### config.mk
export PLATFORM = sky130hd
export DESIGN_NAME = quoted_token_scanner_flat
export DESIGN_NICKNAME = d
export VERILOG_FILES = /design/src/sv/qts_pkg.sv /design/src/sv/qts_req_if.sv /design/src/sv/qts_rsp_if.sv /design/src/sv/qts_step.sv /design/src/sv/qts_queue.sv /design/src/sv/quoted_token_scanner.sv /design/src/flat_wrapper.sv
export VERILOG_INCLUDE_DIRS = /design/src /design/src/sv
export SDC_FILE = /design/constraint.sdc
export NUM_CORES = 1
export LEC_CHECK = 0
export ABC_AREA = 1
export BUFFER_PORTS_ARGS = -buffer_cell sky130_fd_sc_hd__buf_2
export CORE_AREA = 8 8 101 121
export DETAILED_ROUTE_END_ITERATION = 12
export DIE_AREA = 0 0 109 129
export PLACE_DENSITY = 0.69
export SLEW_MARGIN = 30
export SYNTH_ARGS = -nofsm -noshare
export SYNTH_HDL_FRONTEND = slang
export SYNTH_SLANG_ARGS = --single-unit
### constraint.sdc
create_clock -name clock -period 2.6 [get_ports clock]
set_input_delay 0 -clock clock [delete_from_list [all_inputs] [get_ports clock]]
set_output_delay 0 -clock clock [all_outputs]
set_load 0.02 [all_outputs]
### src/sv/quoted_token_scanner_macros.svh
// ----------------------------------------------------------------------------
// quoted token scanner assertion macros
// concurrent checks used by the scanner top level
// ----------------------------------------------------------------------------
`ifndef QUOTED_TOKEN_SCANNER_MACROS_SVH
`define QUOTED_TOKEN_SCANNER_MACROS_SVH

// same-cycle implication
`define QTS_ASSERT_IMPLY(label, clk, rst, ante, cons) \
   label: assert property (@(posedge clk) disable iff (rst) (ante) |-> (cons)) \
      else $error("quoted token scanner: check failed");

// next-cycle implication
`define QTS_ASSERT_NEXT(label, clk, rst, ante, cons) \
   label: assert property (@(posedge clk) disable iff (rst) (ante) |=> (cons)) \
      else $error("quoted token scanner: check failed");

`endif

### src/sv/qts_pkg.sv
// ----------------------------------------------------------------------------
// qts_pkg
// types, codes and scanning functions of the quoted token scanner
// ----------------------------------------------------------------------------
`default_nettype none

package qts_pkg;

   // register indexes
   localparam logic CSR_FORCE_UPPER = 1'b0;
   localparam logic CSR_ESC_OUTSIDE = 1'b1;

   // token status codes
   localparam logic [1:0] ST_OK   = 2'd0;
   localparam logic [1:0] ST_NONE = 2'd1;
   localparam logic [1:0] ST_OPEN = 2'd2;

   // characters
   localparam logic [7:0] CH_NUL    = 8'h00;
   localparam logic [7:0] CH_TAB    = 8'h09;
   localparam logic [7:0] CH_LF     = 8'h0A;
   localparam logic [7:0] CH_CR     = 8'h0D;
   localparam logic [7:0] CH_ESC    = 8'h1B;
   localparam logic [7:0] CH_SPACE  = 8'h20;
   localparam logic [7:0] CH_DQUOTE = 8'h22;
   localparam logic [7:0] CH_SQUOTE = 8'h27;
   localparam logic [7:0] CH_BSLASH = 8'h5C;
   localparam logic [7:0] CH_LOW_A  = 8'h61;
   localparam logic [7:0] CH_LOW_E  = 8'h65;
   localparam logic [7:0] CH_LOW_N  = 8'h6E;
   localparam logic [7:0] CH_LOW_R  = 8'h72;
   localparam logic [7:0] CH_LOW_T  = 8'h74;
   localparam logic [7:0] CH_LOW_Z  = 8'h7A;
   localparam logic [7:0] CASE_DIFF = 8'h20;

   // result queue
   localparam int QDEPTH = 4;
   localparam int QIDX_W = $clog2(QDEPTH);
   localparam int QCNT_W = QIDX_W + 1;

   typedef enum logic [1:0] {
      Q_NONE   = 2'd0,
      Q_SINGLE = 2'd1,
      Q_DOUBLE = 2'd2
   } quote_type;

   typedef struct packed {
      quote_type open_quote;
      logic      escape_pending;
      logic      escape_cr_pending;
      logic      inside_token;
   } scan_state_type;

   localparam scan_state_type STATE_IDLE = '{Q_NONE, 1'b0, 1'b0, 1'b0};

   typedef struct packed {
      logic [7:0] out_char;
      logic       token_end;
      logic [1:0] token_status;
      logic       last;
   } res_type;

   // results of one request towards the queue
   typedef struct packed {
      logic [1:0] n;
      res_type    r0;
      res_type    r1;
   } push_type;

   typedef struct packed {
      scan_state_type st;
      logic           vld;
      res_type        res;
   } plain_type;

   function automatic res_type char_res(logic [7:0] c);
      res_type r;
      r.out_char     = c;
      r.token_end    = 1'b0;
      r.token_status = ST_OK;
      r.last         = 1'b0;
      return r;
   endfunction

   function automatic res_type end_res(logic [1:0] st);
      res_type r;
      r.out_char     = CH_NUL;
      r.token_end    = 1'b1;
      r.token_status = st;
      r.last         = 1'b0;
      return r;
   endfunction

   function automatic logic [1:0] finish_status(scan_state_type s);
      logic [1:0] st;
      if (!s.inside_token) begin
         st = ST_NONE;
      end else if (s.open_quote != Q_NONE) begin
         st = ST_OPEN;
      end else begin
         st = ST_OK;
      end
      return st;
   endfunction

   function automatic logic is_space(logic [7:0] c);
      return (c == CH_SPACE) || ((c >= CH_TAB) && (c <= CH_CR));
   endfunction

   // handling of a byte with no escape in progress
   function automatic plain_type plain_f(scan_state_type s, logic [7:0] c,
                                         logic upcase, logic esc_out);
      plain_type p;
      quote_type qc;
      p.st  = s;
      p.vld = 1'b0;
      p.res = char_res(c);
      if (c == CH_SQUOTE) begin
         qc = Q_SINGLE;
      end else begin
         qc = Q_DOUBLE;
      end
      if ((c == CH_NUL) || (c == CH_LF)) begin
         p.st  = STATE_IDLE;
         p.vld = 1'b1;
         p.res = end_res(finish_status(s));
      end else if ((c == CH_SQUOTE) || (c == CH_DQUOTE)) begin
         if (s.open_quote == Q_NONE) begin
            p.st.open_quote   = qc;
            p.st.inside_token = 1'b1;
         end else if (s.open_quote == qc) begin
            p.st.open_quote = Q_NONE;
         end else begin
            p.vld = 1'b1;
         end
      end else if ((c == CH_BSLASH) && ((s.open_quote == Q_DOUBLE) ||
                   ((s.open_quote == Q_NONE) && esc_out))) begin
         p.st.inside_token   = 1'b1;
         p.st.escape_pending = 1'b1;
      end else if ((s.open_quote == Q_NONE) && is_space(c)) begin
         if (s.inside_token) begin
            p.st.inside_token = 1'b0;
            p.vld             = 1'b1;
            p.res             = end_res(ST_OK);
         end
      end else begin
         p.st.inside_token = 1'b1;
         p.vld             = 1'b1;
         if (upcase && (c >= CH_LOW_A) && (c <= CH_LOW_Z)) begin
            p.res = char_res(c - CASE_DIFF);
         end
      end
      return p;
   endfunction

   function automatic logic [7:0] escape_map(logic [7:0] c);
      logic [7:0] m;
      unique case (c)
         CH_LOW_T: m = CH_TAB;
         CH_LOW_N: m = CH_LF;
         CH_LOW_R: m = CH_CR;
         CH_LOW_E: m = CH_ESC;
         default:  m = c;
      endcase
      return m;
   endfunction

endpackage

`default_nettype wire

### src/sv/qts_req_if.sv
// ----------------------------------------------------------------------------
// qts_req_if
// request channel carrying one text byte
// ----------------------------------------------------------------------------
`default_nettype none

interface qts_req_if;
   logic       valid;
   logic       ready;
   logic [7:0] in_char;

   modport source (output valid, output in_char, input ready);
   modport sink   (input valid, input in_char, output ready);
endinterface

`default_nettype wire

### src/sv/qts_rsp_if.sv
// ----------------------------------------------------------------------------
// qts_rsp_if
// result channel carrying token characters and end markers
// ----------------------------------------------------------------------------
`default_nettype none

interface qts_rsp_if;
   logic       valid;
   logic       ready;
   logic [7:0] out_char;
   logic       token_end;
   logic [1:0] token_status;
   logic       last;

   modport source (output valid, output out_char, output token_end,
                   output token_status, output last, input ready);
   modport sink   (input valid, input out_char, input token_end,
                   input token_status, input last, output ready);
endinterface

`default_nettype wire

### src/sv/qts_step.sv
// ----------------------------------------------------------------------------
// qts_step
// scanner state and per-byte decode into zero, one or two results
// ----------------------------------------------------------------------------
`default_nettype none

module qts_step (
   input  wire logic             clock,
   input  wire logic             reset,
   input  wire logic             fire,
   input  wire logic [7:0]       in_char,
   input  wire logic             force_upper_case,
   input  wire logic             escape_outside_quotes,
   output qts_pkg::push_type     push
);
   import qts_pkg::*;

   scan_state_type state_ff;
   scan_state_type state_in;
   scan_state_type state_pl;
   scan_state_type state_nx;
   plain_type      pl;
   push_type       res;

   always_comb begin
      // plain handling always sees the escape flags clear
      state_pl                   = state_ff;
      state_pl.escape_pending    = 1'b0;
      state_pl.escape_cr_pending = 1'b0;
      pl = plain_f(state_pl, in_char, force_upper_case, escape_outside_quotes);

      state_nx = pl.st;
      res.n    = {1'b0, pl.vld};
      res.r0   = pl.res;
      res.r1   = pl.res;
      if (state_ff.escape_cr_pending) begin
         if (in_char == CH_LF) begin
            state_nx = STATE_IDLE;
            res.n    = 2'd1;
            res.r0   = end_res(finish_status(state_ff));
         end else begin
            // held back carriage return goes out ahead of this byte
            res.r0 = char_res(CH_CR);
            res.n  = pl.vld ? 2'd2 : 2'd1;
         end
      end else if (state_ff.escape_pending) begin
         if ((in_char == CH_NUL) || (in_char == CH_LF)) begin
            state_nx = STATE_IDLE;
            res.n    = 2'd1;
            res.r0   = end_res(finish_status(state_ff));
         end else if (in_char == CH_CR) begin
            state_nx                   = state_pl;
            state_nx.escape_cr_pending = 1'b1;
            res.n                      = 2'd0;
         end else begin
            state_nx = state_pl;
            res.n    = 2'd1;
            res.r0   = char_res(escape_map(in_char));
         end
      end
      res.r0.last = (res.n == 2'd1);
      res.r1.last = 1'b1;
   end

   always_comb begin
      push = res;
      if (!fire) begin
         push.n = 2'd0;
      end
   end

   assign state_in = fire ? state_nx : state_ff;

   always_ff @(posedge clock) begin
      if (reset) begin
         state_ff <= STATE_IDLE;
      end else begin
         state_ff <= state_in;
      end
   end

endmodule

`default_nettype wire

### src/sv/qts_queue.sv
// ----------------------------------------------------------------------------
// qts_queue
// small result queue taking up to two entries per cycle, draining one
// ----------------------------------------------------------------------------
`default_nettype none

module qts_queue (
   input  wire logic         clock,
   input  wire logic         reset,
   input  qts_pkg::push_type push,
   output logic              room,
   qts_rsp_if.source         rsp
);
   import qts_pkg::*;

   res_type             mem_ff [QDEPTH];
   logic [QIDX_W-1:0]   wr_ptr_ff;
   logic [QIDX_W-1:0]   wr_ptr_in;
   logic [QIDX_W-1:0]   wr_ptr_nx;
   logic [QIDX_W-1:0]   rd_ptr_ff;
   logic [QIDX_W-1:0]   rd_ptr_in;
   logic [QCNT_W-1:0]   count_ff;
   logic [QCNT_W-1:0]   count_in;
   logic                pop;
   res_type             head;

   assign wr_ptr_nx = wr_ptr_ff + 1'b1;
   assign head      = mem_ff[rd_ptr_ff];

   assign rsp.valid        = (count_ff != '0);
   assign rsp.out_char     = head.out_char;
   assign rsp.token_end    = head.token_end;
   assign rsp.token_status = head.token_status;
   assign rsp.last         = head.last;

   assign pop  = rsp.valid && rsp.ready;
   // space for the worst case of two results
   assign room = (count_ff <= QCNT_W'(QDEPTH - 2));

   assign wr_ptr_in = wr_ptr_ff + QIDX_W'(push.n);
   assign rd_ptr_in = rd_ptr_ff + QIDX_W'(pop);
   assign count_in  = count_ff + QCNT_W'(push.n) - QCNT_W'(pop);

   always_ff @(posedge clock) begin
      if (push.n != 2'd0) begin
         mem_ff[wr_ptr_ff] <= push.r0;
      end
      if (push.n == 2'd2) begin
         mem_ff[wr_ptr_nx] <= push.r1;
      end
   end

   always_ff @(posedge clock) begin
      if (reset) begin
         wr_ptr_ff <= '0;
         rd_ptr_ff <= '0;
         count_ff  <= '0;
      end else begin
         wr_ptr_ff <= wr_ptr_in;
         rd_ptr_ff <= rd_ptr_in;
         count_ff  <= count_in;
      end
   end

endmodule

`default_nettype wire

### src/sv/quoted_token_scanner.sv
// Path: a request is captured in the input register on acceptance, decoded once
// the result queue has room, and its first result is then offered from the queue.
// Throughput: one request per cycle while the queue has room; a request giving two
// results (an escaped carriage return followed by another byte) is drained one
// result at a time by the single-result read port of the four-entry result queue.
// Reset: synchronous, active high; clears scanner state, config and queue.
// ----------------------------------------------------------------------------
// quoted_token_scanner
// quote and escape aware tokenizer, one text byte per request
// ----------------------------------------------------------------------------
`default_nettype none
`include "quoted_token_scanner_macros.svh"

module quoted_token_scanner (
   input  wire logic   clock,
   input  wire logic   reset,
   qts_req_if.sink     req_chan,
   qts_rsp_if.source   rsp_chan,
   input  wire logic   csr_write_en,
   input  wire logic   csr_index,
   input  wire logic   csr_wdata
);
   import qts_pkg::*;

   logic       force_upper_ff;
   logic       force_upper_in;
   logic       esc_outside_ff;
   logic       esc_outside_in;
   logic       in_vld_ff;
   logic       in_vld_in;
   logic [7:0] in_char_ff;
   logic [7:0] in_char_in;
   logic       room;
   logic       fire;
   logic       accept;
   push_type   push;

   // configuration writes
   assign force_upper_in = (csr_write_en && (csr_index == CSR_FORCE_UPPER)) ?
                           csr_wdata : force_upper_ff;
   assign esc_outside_in = (csr_write_en && (csr_index == CSR_ESC_OUTSIDE)) ?
                           csr_wdata : esc_outside_ff;

   // input register
   assign fire           = in_vld_ff && room;
   assign req_chan.ready = !in_vld_ff || fire;
   assign accept         = req_chan.valid && req_chan.ready;
   assign in_vld_in      = accept || (in_vld_ff && !fire);
   assign in_char_in     = accept ? req_chan.in_char : in_char_ff;

   always_ff @(posedge clock) begin
      if (reset) begin
         force_upper_ff <= 1'b0;
         esc_outside_ff <= 1'b0;
         in_vld_ff      <= 1'b0;
      end else begin
         force_upper_ff <= force_upper_in;
         esc_outside_ff <= esc_outside_in;
         in_vld_ff      <= in_vld_in;
      end
   end

   always_ff @(posedge clock) begin
      in_char_ff <= in_char_in;
   end

   qts_step u_step (
      .clock                 (clock),
      .reset                 (reset),
      .fire                  (fire),
      .in_char               (in_char_ff),
      .force_upper_case      (force_upper_ff),
      .escape_outside_quotes (esc_outside_ff),
      .push                  (push)
   );

   qts_queue u_queue (
      .clock (clock),
      .reset (reset),
      .push  (push),
      .room  (room),
      .rsp   (rsp_chan)
   );

   `QTS_ASSERT_NEXT(a_accept_loads, clock, reset, accept, in_vld_ff)
   `QTS_ASSERT_NEXT(a_stall_holds, clock, reset, in_vld_ff && !fire,
      in_vld_ff && $stable(in_char_ff))
   `QTS_ASSERT_IMPLY(a_pair_starts_cr, clock, reset, push.n == 2'd2,
      (push.r0.out_char == CH_CR) && !push.r0.token_end && !push.r0.last)
   `QTS_ASSERT_IMPLY(a_push_needs_fire, clock, reset, push.n != 2'd0, fire)

endmodule

`default_nettype wire
### src/flat_wrapper.sv
// flat-port wrapper written by rule: the top's interface ports become plain ports
module quoted_token_scanner_flat import qts_pkg::*;
  (clock, reset, csr_write_en, csr_index, csr_wdata, req_chan_valid, req_chan_in_char, req_chan_ready, rsp_chan_valid, rsp_chan_out_char, rsp_chan_token_end, rsp_chan_token_status, rsp_chan_last, rsp_chan_ready);
  qts_req_if req_chan_i ();
  qts_rsp_if rsp_chan_i ();
  input  wire logic clock;
  input  wire logic reset;
  input  wire logic csr_write_en;
  input  wire logic csr_index;
  input  wire logic csr_wdata;
  input wire logic [$bits(req_chan_i.valid)-1:0] req_chan_valid;
  input wire logic [$bits(req_chan_i.in_char)-1:0] req_chan_in_char;
  output wire logic [$bits(req_chan_i.ready)-1:0] req_chan_ready;
  output wire logic [$bits(rsp_chan_i.valid)-1:0] rsp_chan_valid;
  output wire logic [$bits(rsp_chan_i.out_char)-1:0] rsp_chan_out_char;
  output wire logic [$bits(rsp_chan_i.token_end)-1:0] rsp_chan_token_end;
  output wire logic [$bits(rsp_chan_i.token_status)-1:0] rsp_chan_token_status;
  output wire logic [$bits(rsp_chan_i.last)-1:0] rsp_chan_last;
  input wire logic [$bits(rsp_chan_i.ready)-1:0] rsp_chan_ready;
  assign req_chan_i.valid = req_chan_valid;
  assign req_chan_i.in_char = req_chan_in_char;
  assign req_chan_ready = req_chan_i.ready;
  assign rsp_chan_valid = rsp_chan_i.valid;
  assign rsp_chan_out_char = rsp_chan_i.out_char;
  assign rsp_chan_token_end = rsp_chan_i.token_end;
  assign rsp_chan_token_status = rsp_chan_i.token_status;
  assign rsp_chan_last = rsp_chan_i.last;
  assign rsp_chan_i.ready = rsp_chan_ready;
  quoted_token_scanner u_core (.clock(clock), .reset(reset), .req_chan(req_chan_i), .rsp_chan(rsp_chan_i), .csr_write_en(csr_write_en), .csr_index(csr_index), .csr_wdata(csr_wdata));
endmodule
==> results of run 1 <==
==> sequential cells by signal (all words and copies together) (netlist names) <==
name,cells
u_core.u_queue.rd_ptr_ff,2
u_core.u_step.state_ff,5
u_core.u_queue.mem_ff,48
u_core.u_queue.count_ff,3
u_core.force_upper_ff,1
u_core.u_queue.wr_ptr_ff,2
u_core.in_char_ff,8
u_core.esc_outside_ff,1
u_core.in_vld_ff,1
==> cells by family (layout without fill, tap and decap cells) <==
kind of cell    Yosys count  in the layout  share of synthesized area [%]
simple gates            300            300                          31.81
compound gates           80             80                          10.75
flops                    71             71                          47.52
buf+inv                  64            151                          6.430
fa+ha+maj                 8              8                          2.633
xor+xnor                  4              4                         0.8575
==> stage by stage <==
step	cells	hold WS [ps]	setup TNS, ps
2_1_floorplan	527	69.07	0
3_3_place_gp	702	177.7	0
3_5_place_dp	702	178.7	-15.78
4_1_cts	737	11.01	0
5_1_grt	743	23.85	-872.5
6_report	743	14.20	0
==> report_power, final <==
part	switching [mW]	internal [mW]
logic	0.978	0.536
registers	0.0974	1.43
clock network	0.467	0.840
==> synth_stat cells <==
cell | instances | area (sq um)
sky130_fd_sc_hd__o21ai_0 | 38 | 190.2
sky130_fd_sc_hd__nor2_4 | 2 | 22.52
sky130_fd_sc_hd__o21a_1 | 1 | 7.510
sky130_fd_sc_hd__nand3_1 | 54 | 270.3
sky130_fd_sc_hd__nor2_2 | 9 | 56.30
sky130_fd_sc_hd__ha_1 | 7 | 87.58
sky130_fd_sc_hd__nor2_1 | 64 | 240.2
sky130_fd_sc_hd__buf_4 | 2 | 15.01
sky130_fd_sc_hd__clkbuf_1 | 8 | 30.03
sky130_fd_sc_hd__fa_1 | 1 | 20.02
sky130_fd_sc_hd__a221oi_1 | 1 | 8.760
sky130_fd_sc_hd__nand4_1 | 7 | 43.79
sky130_fd_sc_hd__a31oi_1 | 2 | 12.51
sky130_fd_sc_hd__nand2_2 | 11 | 68.82
sky130_fd_sc_hd__edfxtp_1 | 52 | 1562
sky130_fd_sc_hd__o21ai_1 | 6 | 30.03
sky130_fd_sc_hd__o21ai_2 | 2 | 17.52
sky130_fd_sc_hd__nand2_4 | 1 | 11.26
sky130_fd_sc_hd__nand3_2 | 1 | 10.01
sky130_fd_sc_hd__clkinv_1 | 6 | 22.52
sky130_fd_sc_hd__o22ai_1 | 12 | 75.07
sky130_fd_sc_hd__xnor2_1 | 1 | 8.760
sky130_fd_sc_hd__buf_6 | 2 | 22.52
sky130_fd_sc_hd__a211oi_1 | 1 | 7.510
sky130_fd_sc_hd__inv_2 | 6 | 22.52
sky130_fd_sc_hd__dfxtp_1 | 19 | 380.4
sky130_fd_sc_hd__a21boi_0 | 2 | 15.01
sky130_fd_sc_hd__nor3_2 | 1 | 10.01
sky130_fd_sc_hd__a21oi_1 | 15 | 75.07
sky130_fd_sc_hd__xor2_1 | 3 | 26.28
sky130_fd_sc_hd__nand2_1 | 147 | 551.8
sky130_fd_sc_hd__nor3_1 | 3 | 15.01
sky130_fd_sc_hd__inv_1 | 40 | 150.1
==> cell type report <==
cell class,count,area [sq um],share of cell area (%)
Multi-Input combinational cell,392,2011,38.05
Sequential cell,71,1942,36.75
Timing Repair Buffer,83,645.6,12.22
Clock buffer,9,225.2,4.262
Inverter,52,201.4,3.812
Tap cell,129,161.4,3.055
Clock inverter,7,97.59,1.847
==> layer usage <==
layer	global-route usage [%]	part of all wire, %	vias to the layer above
met1	17.91	44	1766
met5	0	0	-
met4	6.699	2.2	0
met3	3.302	4.2	24
li1	-	-	1931
met2	25.60	50	89
==> what timing repair did <==
action                                 CTS  global route
setup endpoints to repair                1            66
hold buffers                            14             0
setup buffers                            5             6
resized for setup                        5            35
pin swaps                                2            17
endpoints found under the hold margin   11             0
==> worst min-delay path by stage <==
stage                   startpoint                          end  slack, ps  cells after the start
5_1_grt                      reset  u_core.u_queue.rd_ptr_ff[1]         20                      2
3_5_place_dp   req_chan_in_char[6]         u_core.in_char_ff[6]        180                      1
4_1_cts                      reset  u_core.u_queue.rd_ptr_ff[1]         10                      2
3_3_place_gp   req_chan_in_char[6]         u_core.in_char_ff[6]        180                      1
6_report                     reset   u_core.u_queue.count_ff[1]         10                      2
2_1_floorplan                reset        u_core.force_upper_ff         70                      1
==> results.md, run 1 <==
Outcome
* **result of the run** finished, final reports clean

Clock network
* **Clock Latency Late Sink** 330 ps
* **maximum count of clock buffers along a single path** 2
* **# H-tree levels** 3
* **total clock sinks** 71
* **number of buffers added by the clock tree synthesis step** 9
* **TritonCTS clock tree** yes
* **Worst-path clk slew** 60 ps
* **root buffer cell** sky130_fd_sc_hd__clkbuf_16

Critical path
* **buffers and inverters on the worst path** 3
* **category of cells accounting for the largest share of critical-path delay** simple AND/OR/NAND/NOR gates
* **CP endpoint kind** flip-flop
* **type of the worst setup path** reg2reg
* **critical register-to-register path endpoint** u_core.u_queue.count_ff[2]
* **slowest stage cell on the critical path** sky130_fd_sc_hd__edfxtp_1
* **stage delay of the slowest cell on the critical path** 480 ps
* **critical path launch point type** flip-flop
* **Crit path arrival time** 2780 ps
* **crit path capture** u_core.u_queue.count_ff[2]
* **Crit path top cell by count** sky130_fd_sc_hd__nand2_2
* **ordered list of cells on the worst path** inv_2 -> nand2_1 -> nor2_2 -> nand2_2 -> o21ai_2 -> nor2_4 -> nand2_2 -> nand2_4 -> buf_6 -> nand3_4 -> inv_4 -> ha_4 -> fa_2 -> xor2_2 -> o21ai_1 -> a21oi_1
* **minimum setup slack among reg-to-reg paths** 40 ps
* **first element of the critical path** u_core.in_char_ff[3]
* **crit-path max FO** 5
* **Crit path depth** 16
* **required time reported for the critical path endpoint** 2820 ps
* **depth of the worst register-to-register path** 16
* **RR Startpoint** u_core.in_char_ff[3]

Synth
* **Mapped Area** 4086 sq um
* **Seq cells post-synth** 71
* **number of cells produced by synthesis** 527
* **count of cell types in the netlist** 33
* **fraction of the yosys area taken by sequential cells** 47.52%
* **syn_area_per_cell** 7.754 sq um
* **Post-Syn Nets** 550
* **count of synthesis-stage warnings from yosys** 0

GRT
* **vias in the first global route** 3,631
* **wire length of the first global-routing pass** 17,020 microns
* **largest net degree at the start of global routing** 33
* **initial antenna violation count** 0
* **total congestion overflow after global routing** 0
* **GRT Resource Usage Total** 15.15%

Pwr
* **peak supply drop** 0.4082 mV
* **P_leak** 2.249 nW
* **total power divided by cell area** 822.8 nW/um^2
* **Power Total** 4.348 mW

Floorplan
* **placeable core region** 10,310 sq um
* **number of rows in the core area** 41
* **Die Span X** 109 microns
* **area enclosed by the die boundary** 14,060 sq um
* **top-level I/O count** 29
* **effective utilization at floorplan** 39.63%
* **Die Y** 129 microns

Drt
* **Final Routed Wirelength** 10,330 microns
* **Routed wire per std cell** 13.90 microns
* **DRC violations left** 0
* **vias after detailed routing** 3,810
* **remaining antenna violation count** 0
* **number of vias per cell after detailed routing** 5.128
* **Pre-antenna DRT Iters** 4
* **Starting DRT DRC Count** 225

Finish
* **final design utilization** 51.24%
* **commonest cells after routing, fill and taps aside** 139 x sky130_fd_sc_hd__nand2_1, 59 x sky130_fd_sc_hd__nor2_1, 52 x sky130_fd_sc_hd__edfxtp_1
* **summed area of non-filler cells in the final layout** 5284 sq um
* **antenna diode count** 0
* **number of filler cells placed in the layout** 953
* **growth of design area from synthesis to finish** 29.30%
* **count of nets after finishing** 632
* **most common cell after layout, fill and taps aside** sky130_fd_sc_hd__nand2_1
* **fraction of final layout cells with drive strength greater than 1** 23.62%

STA
* **Max Clock Skew** 5.806 ps
* **slew at the pin with the worst max-slew slack** 805.4 ps
* **min Tclk post-route** 2564 ps
* **worst setup slack after layout** 36.32 ps
* **Slew headroom** 46.31%
* **maximum clock frequency** 0.3901 GHz
* **Final Hold Violating Endpoints** 0
* **Final Max Slew Viols** 0
* **unrepaired setup endpoints after global routing** true
* **fin crit share** 98.60%
* **final setup violating endpoints** 0

Placement
* **Placed Area** 4596 sq um
* **Detail Placement HPWL** 7578 microns
* **number of input and output port buffers inserted** 28
* **gpl congestion** 0.8948
* **worst setup timing slack at the placement stage** -15.78 ps

Hold path
* **class of the tightest hold or removal check** in2reg

Flow run
* **max cap viols** 0

No activity file was read; power rests on OpenSTA's default activity.
==> run 2, diff against run 1 <==
CORE_AREA = 2 2 95 115   (was 8 8 101 121)
DIE_AREA = 0 0 97 117   (was 0 0 109 129)
==> results.md, run 2 (synthesized netlist as in run 1, its figures left out) <==
Critical path
* **category of cells accounting for the largest share of critical-path delay** simple AND/OR/NAND/NOR gates
* **required time reported for the critical path endpoint** 2830 ps
* **buffers and inverters on the worst path** 2
* **depth of the worst register-to-register path** 15
* **RR Startpoint** u_core.in_char_ff[3]
* **Crit path arrival time** 2730 ps
* **first element of the critical path** u_core.in_char_ff[3]
* **critical register-to-register path endpoint** u_core.u_queue.count_ff[2]
* **stage delay of the slowest cell on the critical path** 460 ps
* **minimum setup slack among reg-to-reg paths** 100 ps
* **ordered list of cells on the worst path** nor2_2 -> inv_1 -> nor2_2 -> nand2_2 -> nand2_1 -> nor2_2 -> nand2_2 -> nand3_1 -> nand3_4 -> inv_2 -> ha_4 -> fa_2 -> xor2_2 -> o21ai_1 -> a21oi_1
* **crit-path max FO** 4
* **type of the worst setup path** reg2reg
* **CP endpoint kind** flip-flop
* **slowest stage cell on the critical path** sky130_fd_sc_hd__edfxtp_1
* **Crit path top cell by count** sky130_fd_sc_hd__nor2_2
* **critical path launch point type** flip-flop

Clock network
* **TritonCTS clock tree** yes
* **# H-tree levels** 3
* **Clock Latency Late Sink** 340 ps
* **root buffer cell** sky130_fd_sc_hd__clkbuf_16
* **maximum count of clock buffers along a single path** 2
* **total clock sinks** 71
* **number of buffers added by the clock tree synthesis step** 9
* **Worst-path clk slew** 60 ps

STA
* **Setup Total Neg Slack** 0 ps
* **maximum clock frequency** 0.3998 GHz
* **Slew headroom** 49.06%
* **worst setup slack after layout** 98.44 ps
* **min Tclk post-route** 2502 ps
* **final setup violating endpoints** 0
* **Max Clock Skew** 6.474 ps
* **Final Max Slew Viols** 0
* **fin crit share** 96.21%
* **unrepaired setup endpoints after global routing** true
* **slew at the pin with the worst max-slew slack** 764.1 ps
* **Final Hold Violating Endpoints** 0

Finish
* **summed area of non-filler cells in the final layout** 5202 sq um
* **fraction of final layout cells with drive strength greater than 1** 21.48%
* **final design utilization** 50.46%
* **count of nets after finishing** 628
* **antenna diode count** 0
* **growth of design area from synthesis to finish** 27.31%
* **commonest cells after routing, fill and taps aside** 143 x sky130_fd_sc_hd__nand2_1, 60 x sky130_fd_sc_hd__nor2_1, 53 x sky130_fd_sc_hd__nand3_1
* **top flop regs** u_core.u_queue.mem_ff (48), u_core.in_char_ff (8), u_core.u_step.state_ff (5)
* **top register by number of flip-flops** u_core.u_queue.mem_ff
* **Largest register FFs** 48
* **most common cell after layout, fill and taps aside** sky130_fd_sc_hd__nand2_1

Pwr
* **power dissipated by switching net loads** 1.533 mW
* **peak supply drop** 0.3328 mV
* **fraction of power spent switching nets** 35.71%
* **Internal Power** 2.760 mW
* **Power Total** 4.293 mW
* **part of the total power dissipated in sequential elements** 35.6%
* **Logic pwr share** 35.0%
* **total power divided by cell area** 825.1 nW/um^2
* **portion of total power attributed to the clock network** 29.3%
* **P_leak** 2.230 nW

Drt
* **Final Routed Wirelength** 10,220 microns
* **DRC violations left** 0
* **vias after detailed routing** 3,821
* **Starting DRT DRC Count** 285
* **Pre-antenna DRT Iters** 5
* **remaining antenna violation count** 0
* **Routed wire per std cell** 13.83 microns
* **number of vias per cell after detailed routing** 5.171

Floorplan
* **number of rows in the core area** 41
* **placeable core region** 10,310 sq um
* **effective utilization at floorplan** 39.63%
* **top-level I/O count** 29
* **Die Y** 117 microns
* **area enclosed by the die boundary** 11,350 sq um
* **Die Span X** 97 microns

GRT
* **initial antenna violation count** 0
* **total congestion overflow after global routing** 0
* **vias in the first global route** 3,819
* **grt peak-use layer** met2
* **met1 usage in global routing** 22.84%
* **Global Route met2 Usage** 32.82%
* **GRT Resource Usage Total** 19.31%
* **largest net degree at the start of global routing** 33
* **wire length of the first global-routing pass** 17,570 microns
* **met3 usage** 4.810%

Hold path
* **Worst Hold End** u_core.u_queue.rd_ptr_ff[0]
* **start point of the worst min-delay path** rsp_chan_ready
* **Worst Hold Depth** 5
* **class of the tightest hold or removal check** in2reg

Placement
* **Placed Area** 4608 sq um
* **worst setup timing slack at the placement stage** -76.69 ps
* **Detail Placement HPWL** 7549 microns
* **number of input and output port buffers inserted** 28
* **gpl congestion** 0.9138

Flow run
* **max cap viols** 0

Outcome
* **result of the run** finished, final reports clean

run 2: cell types whose count changed in the layout (fill, tap and decap cells not counted), sizes merged:
cell	delta
inv	+1
bufinv	-1
buf	-5
clkbuf	+2
dlygate4sd3	+1
clkinvlp	-2
run 2: how the worst max path moves through the flow:
| stage | slack (ps) | to | cells after the start |
|---|---|---|---|
| after global routing | -90 | u_core.u_queue.count_ff[2] | 13 |
| after floorplan | 50 | u_core.u_queue.count_ff[2] | 16 |
| final | 100 | u_core.u_queue.count_ff[2] | 15 |
| after CTS | 7 | u_core.u_queue.count_ff[2] | 16 |
| after global placement | 30 | u_core.u_queue.count_ff[2] | 16 |
| after detailed placement | -80 | u_core.u_queue.count_ff[2] | 16 |
run 2: stage by stage:
step | instances | hold WS, ps
floorplan | 527 | 69.07
global placement | 702 | 177.7
detailed placement | 702 | 178.1
CTS | 736 | 276.4
global route | 739 | 307.4
finish | 739 | 288.3
run 2: power by group through the flow:
stage / clock network, mW / logic (mW) / registers [mW]
2_1_floorplan: 0 / 0.961 / 1.53
3_3_place_gp: 0 / 1.38 / 1.55
3_5_place_dp: 0 / 1.41 / 1.55
4_1_cts: 1.29 / 1.45 / 1.53
5_1_grt: 1.34 / 1.68 / 1.55
6_report: 1.26 / 1.50 / 1.53
run 2: worst reg2reg max path: stages, from the launching register on:
cell and delay, ps:
sky130_fd_sc_hd__edfxtp_1 460, sky130_fd_sc_hd__nor2_2 180, sky130_fd_sc_hd__inv_1 70, sky130_fd_sc_hd__nor2_2 130
sky130_fd_sc_hd__nand2_2 100, sky130_fd_sc_hd__nand2_1 100, sky130_fd_sc_hd__nor2_2 50, sky130_fd_sc_hd__nand2_2 80
sky130_fd_sc_hd__nand3_1 140, sky130_fd_sc_hd__nand3_4 120, sky130_fd_sc_hd__inv_2 50, sky130_fd_sc_hd__ha_4 150
sky130_fd_sc_hd__fa_2 390, sky130_fd_sc_hd__xor2_2 160, sky130_fd_sc_hd__o21ai_1 130, sky130_fd_sc_hd__a21oi_1 60
run 2: routing by layer:
layer / share of wire, % / wire (microns) / vias to the layer above
li1: - / - / 1917
met1: 42 / 4263 / 1726
met2: 49 / 5015 / 149
met3: 6.2 / 631 / 29
met4: 3.1 / 312 / 0
met5: 0 / 0 / -
run 2: area by class of cell:
class                      count  area (sq um)
inverter                      52         195.2
sequential                    71          1942
timing repair buffer          79         626.9
multi-input combinational    392          1968
fill                         961          5109
clock inverter                 5         56.30
tap                          129         161.4
clock buffer                  11         252.7
run 2: timing repair:
| action | CTS | global route |
|---|---|---|
| setup buffers | 3 | 3 |
| endpoints found under the hold margin | 14 | 0 |
| setup endpoints to repair | 1 | 81 |
| hold buffers | 15 | 0 |
| gates cloned | 0 | 0 |
| gates resized for setup | 7 | 18 |
| pin swaps | 4 | 14 |
==> run 3, diff against run 2 <==
RECOVER_POWER = 50   (was not set)
==> results.md, run 3 (synthesized netlist as in run 1, its figures left out) <==
Outcome
* **result of the run** finished, final reports clean

STA
* **maximum clock frequency** 0.3997 GHz
* **slew at the pin with the worst max-slew slack** 764.1 ps
* **Max Clock Skew** 6.373 ps
* **min Tclk post-route** 2502 ps
* **unrepaired setup endpoints after global routing** true
* **Final Hold Violating Endpoints** 0
* **Setup Total Neg Slack** 0 ps
* **Final Max Slew Viols** 0
* **Slew headroom** 49.06%
* **fin crit share** 96.21%
* **final setup violating endpoints** 0

Finish
* **final design utilization** 50.42%
* **Largest register FFs** 48
* **area taken by multi-input logic gates** 1968 sq um
* **Storage cell area** 1942 sq um
* **growth of design area from synthesis to finish** 27.22%
* **top register by number of flip-flops** u_core.u_queue.mem_ff
* **count of nets after finishing** 628
* **most common cell after layout, fill and taps aside** sky130_fd_sc_hd__nand2_1
* **top flop regs** u_core.u_queue.mem_ff (48), u_core.in_char_ff (8), u_core.u_step.state_ff (5)
* **antenna diode count** 0
* **number of filler cells placed in the layout** 964
* **fraction of final layout cells with drive strength greater than 1** 20.98%
* **summed area of non-filler cells in the final layout** 5199 sq um
* **commonest cells after routing, fill and taps aside** 143 x sky130_fd_sc_hd__nand2_1, 60 x sky130_fd_sc_hd__nor2_1, 53 x sky130_fd_sc_hd__nand3_1

Placement
* **gpl congestion** 0.9138
* **Detail Placement HPWL** 7549 microns
* **number of input and output port buffers inserted** 28
* **Placed Area** 4608 sq um

Hold path
* **start point of the worst min-delay path** rsp_chan_ready
* **Worst Hold End** u_core.u_queue.rd_ptr_ff[0]
* **class of the tightest hold or removal check** in2reg
* **Worst Hold Depth** 5

Floorplan
* **placeable core region** 10,310 sq um
* **area enclosed by the die boundary** 11,350 sq um
* **effective utilization at floorplan** 39.63%
* **top-level I/O count** 29
* **Die Y** 117 microns
* **number of rows in the core area** 41
* **Die Span X** 97 microns

Critical path
* **depth of the worst register-to-register path** 15
* **minimum setup slack among reg-to-reg paths** 100 ps
* **critical register-to-register path endpoint** u_core.u_queue.count_ff[2]
* **RR Startpoint** u_core.in_char_ff[3]
* **crit-path max FO** 4
* **stage delay of the slowest cell on the critical path** 460 ps
* **Crit path arrival time** 2730 ps
* **category of cells accounting for the largest share of critical-path delay** simple AND/OR/NAND/NOR gates
* **CP endpoint kind** flip-flop
* **critical path launch point type** flip-flop
* **required time reported for the critical path endpoint** 2830 ps
* **Crit path top cell by count** sky130_fd_sc_hd__nor2_2
* **type of the worst setup path** reg2reg
* **slowest stage cell on the critical path** sky130_fd_sc_hd__edfxtp_1
* **buffers and inverters on the worst path** 2
* **ordered list of cells on the worst path** nor2_2 -> inv_1 -> nor2_2 -> nand2_2 -> nand2_1 -> nor2_2 -> nand2_2 -> nand3_1 -> nand3_4 -> inv_2 -> ha_4 -> fa_2 -> xor2_2 -> o21ai_1 -> a21oi_1

GRT
* **wire length of the first global-routing pass** 17,570 microns
* **total congestion overflow after global routing** 0
* **initial antenna violation count** 0
* **GRT Resource Usage Total** 19.31%
* **largest net degree at the start of global routing** 33
* **vias in the first global route** 3,819

Clock network
* **maximum count of clock buffers along a single path** 2
* **TritonCTS clock tree** yes
* **total clock sinks** 71
* **root buffer cell** sky130_fd_sc_hd__clkbuf_16
* **# H-tree levels** 3
* **Worst-path clk slew** 60 ps
* **number of buffers added by the clock tree synthesis step** 9
* **Clock Latency Late Sink** 340 ps

Drt
* **number of vias per cell after detailed routing** 5.138
* **Starting DRT DRC Count** 285
* **vias after detailed routing** 3,797
* **remaining antenna violation count** 0
* **Final Routed Wirelength** 10,210 microns
* **Routed wire per std cell** 13.82 microns
* **Pre-antenna DRT Iters** 6
* **DRC violations left** 0

Pwr
* **total power divided by cell area** 825.5 nW/um^2
* **P_leak** 2.224 nW
* **peak supply drop** 0.3327 mV

Flow run
* **max cap viols** 0

==> run 3: cell type report <==
cell class                 count  area share, %
timing repair buffer          79          11.99
clock buffer                  11          4.862
inverter                      52          3.755
clock inverter                 5          1.083
sequential                    71          37.35
tap                          129          3.105
multi-input combinational    392          37.86
==> run 3: report_power, final <==
| part | switching (mW) | total [mW] | internal (mW) |
|---|---|---|---|
| combinational | 0.965 | 1.50 | 0.536 |
| sequential | 0.0997 | 1.53 | 1.43 |
| clock | 0.468 | 1.26 | 0.792 |
==> run 3: worst min-delay path, delay by kind of cell <==
kind                       cells  cell delay [ps]
adders and majority gates      1              270
and+or+nand+nor                1               30
AOI/OAI and AO/OA              1              150
buffers and inverters          2              130
==> run 3: worst max-delay path by stage <==
stage          cells past startpoint  slack (ps)                         end            startpoint
3_5_place_dp                      16         -80  u_core.u_queue.count_ff[2]  u_core.in_char_ff[3]
5_1_grt                           13         -90  u_core.u_queue.count_ff[2]  u_core.in_char_ff[1]
6_report                          15         100  u_core.u_queue.count_ff[2]  u_core.in_char_ff[3]
3_3_place_gp                      16          30  u_core.u_queue.count_ff[2]  u_core.in_char_ff[3]
4_1_cts                           16           7  u_core.u_queue.count_ff[2]  u_core.in_char_ff[2]
2_1_floorplan                     16          50  u_core.u_queue.count_ff[2]  u_core.in_char_ff[3]
==> run 3: metrics by stage <==
step / instances / hold WS, ps / worst slack [ps] / total power, mW
floorplan: 527 / 69.07 / 54.05 / 2.487
global placement: 702 / 177.7 / 28.30 / 2.921
detailed placement: 702 / 178.1 / -76.69 / 2.966
CTS: 736 / 276.4 / 6.789 / 4.265
global route: 739 / 307.4 / -90.78 / 4.574
finish: 739 / 288.1 / 98.42 / 4.292
==> run 3: metal layers <==
metal	part of all wire, %	global-route usage (%)
met5	0	0
met4	2.9	10.33
met3	5.8	4.810
met2	49	32.82
met1	42	22.84
==> run 3: timing repair <==
item / in CTS / in global routing
hold buffers: 15 / 0
setup endpoints to repair: 1 / 81
pin swaps: 4 / 14
setup buffers: 3 / 3
gates resized for setup: 7 / 18
hold endpoints to repair: 14 / 0
cloned: 0 / 0
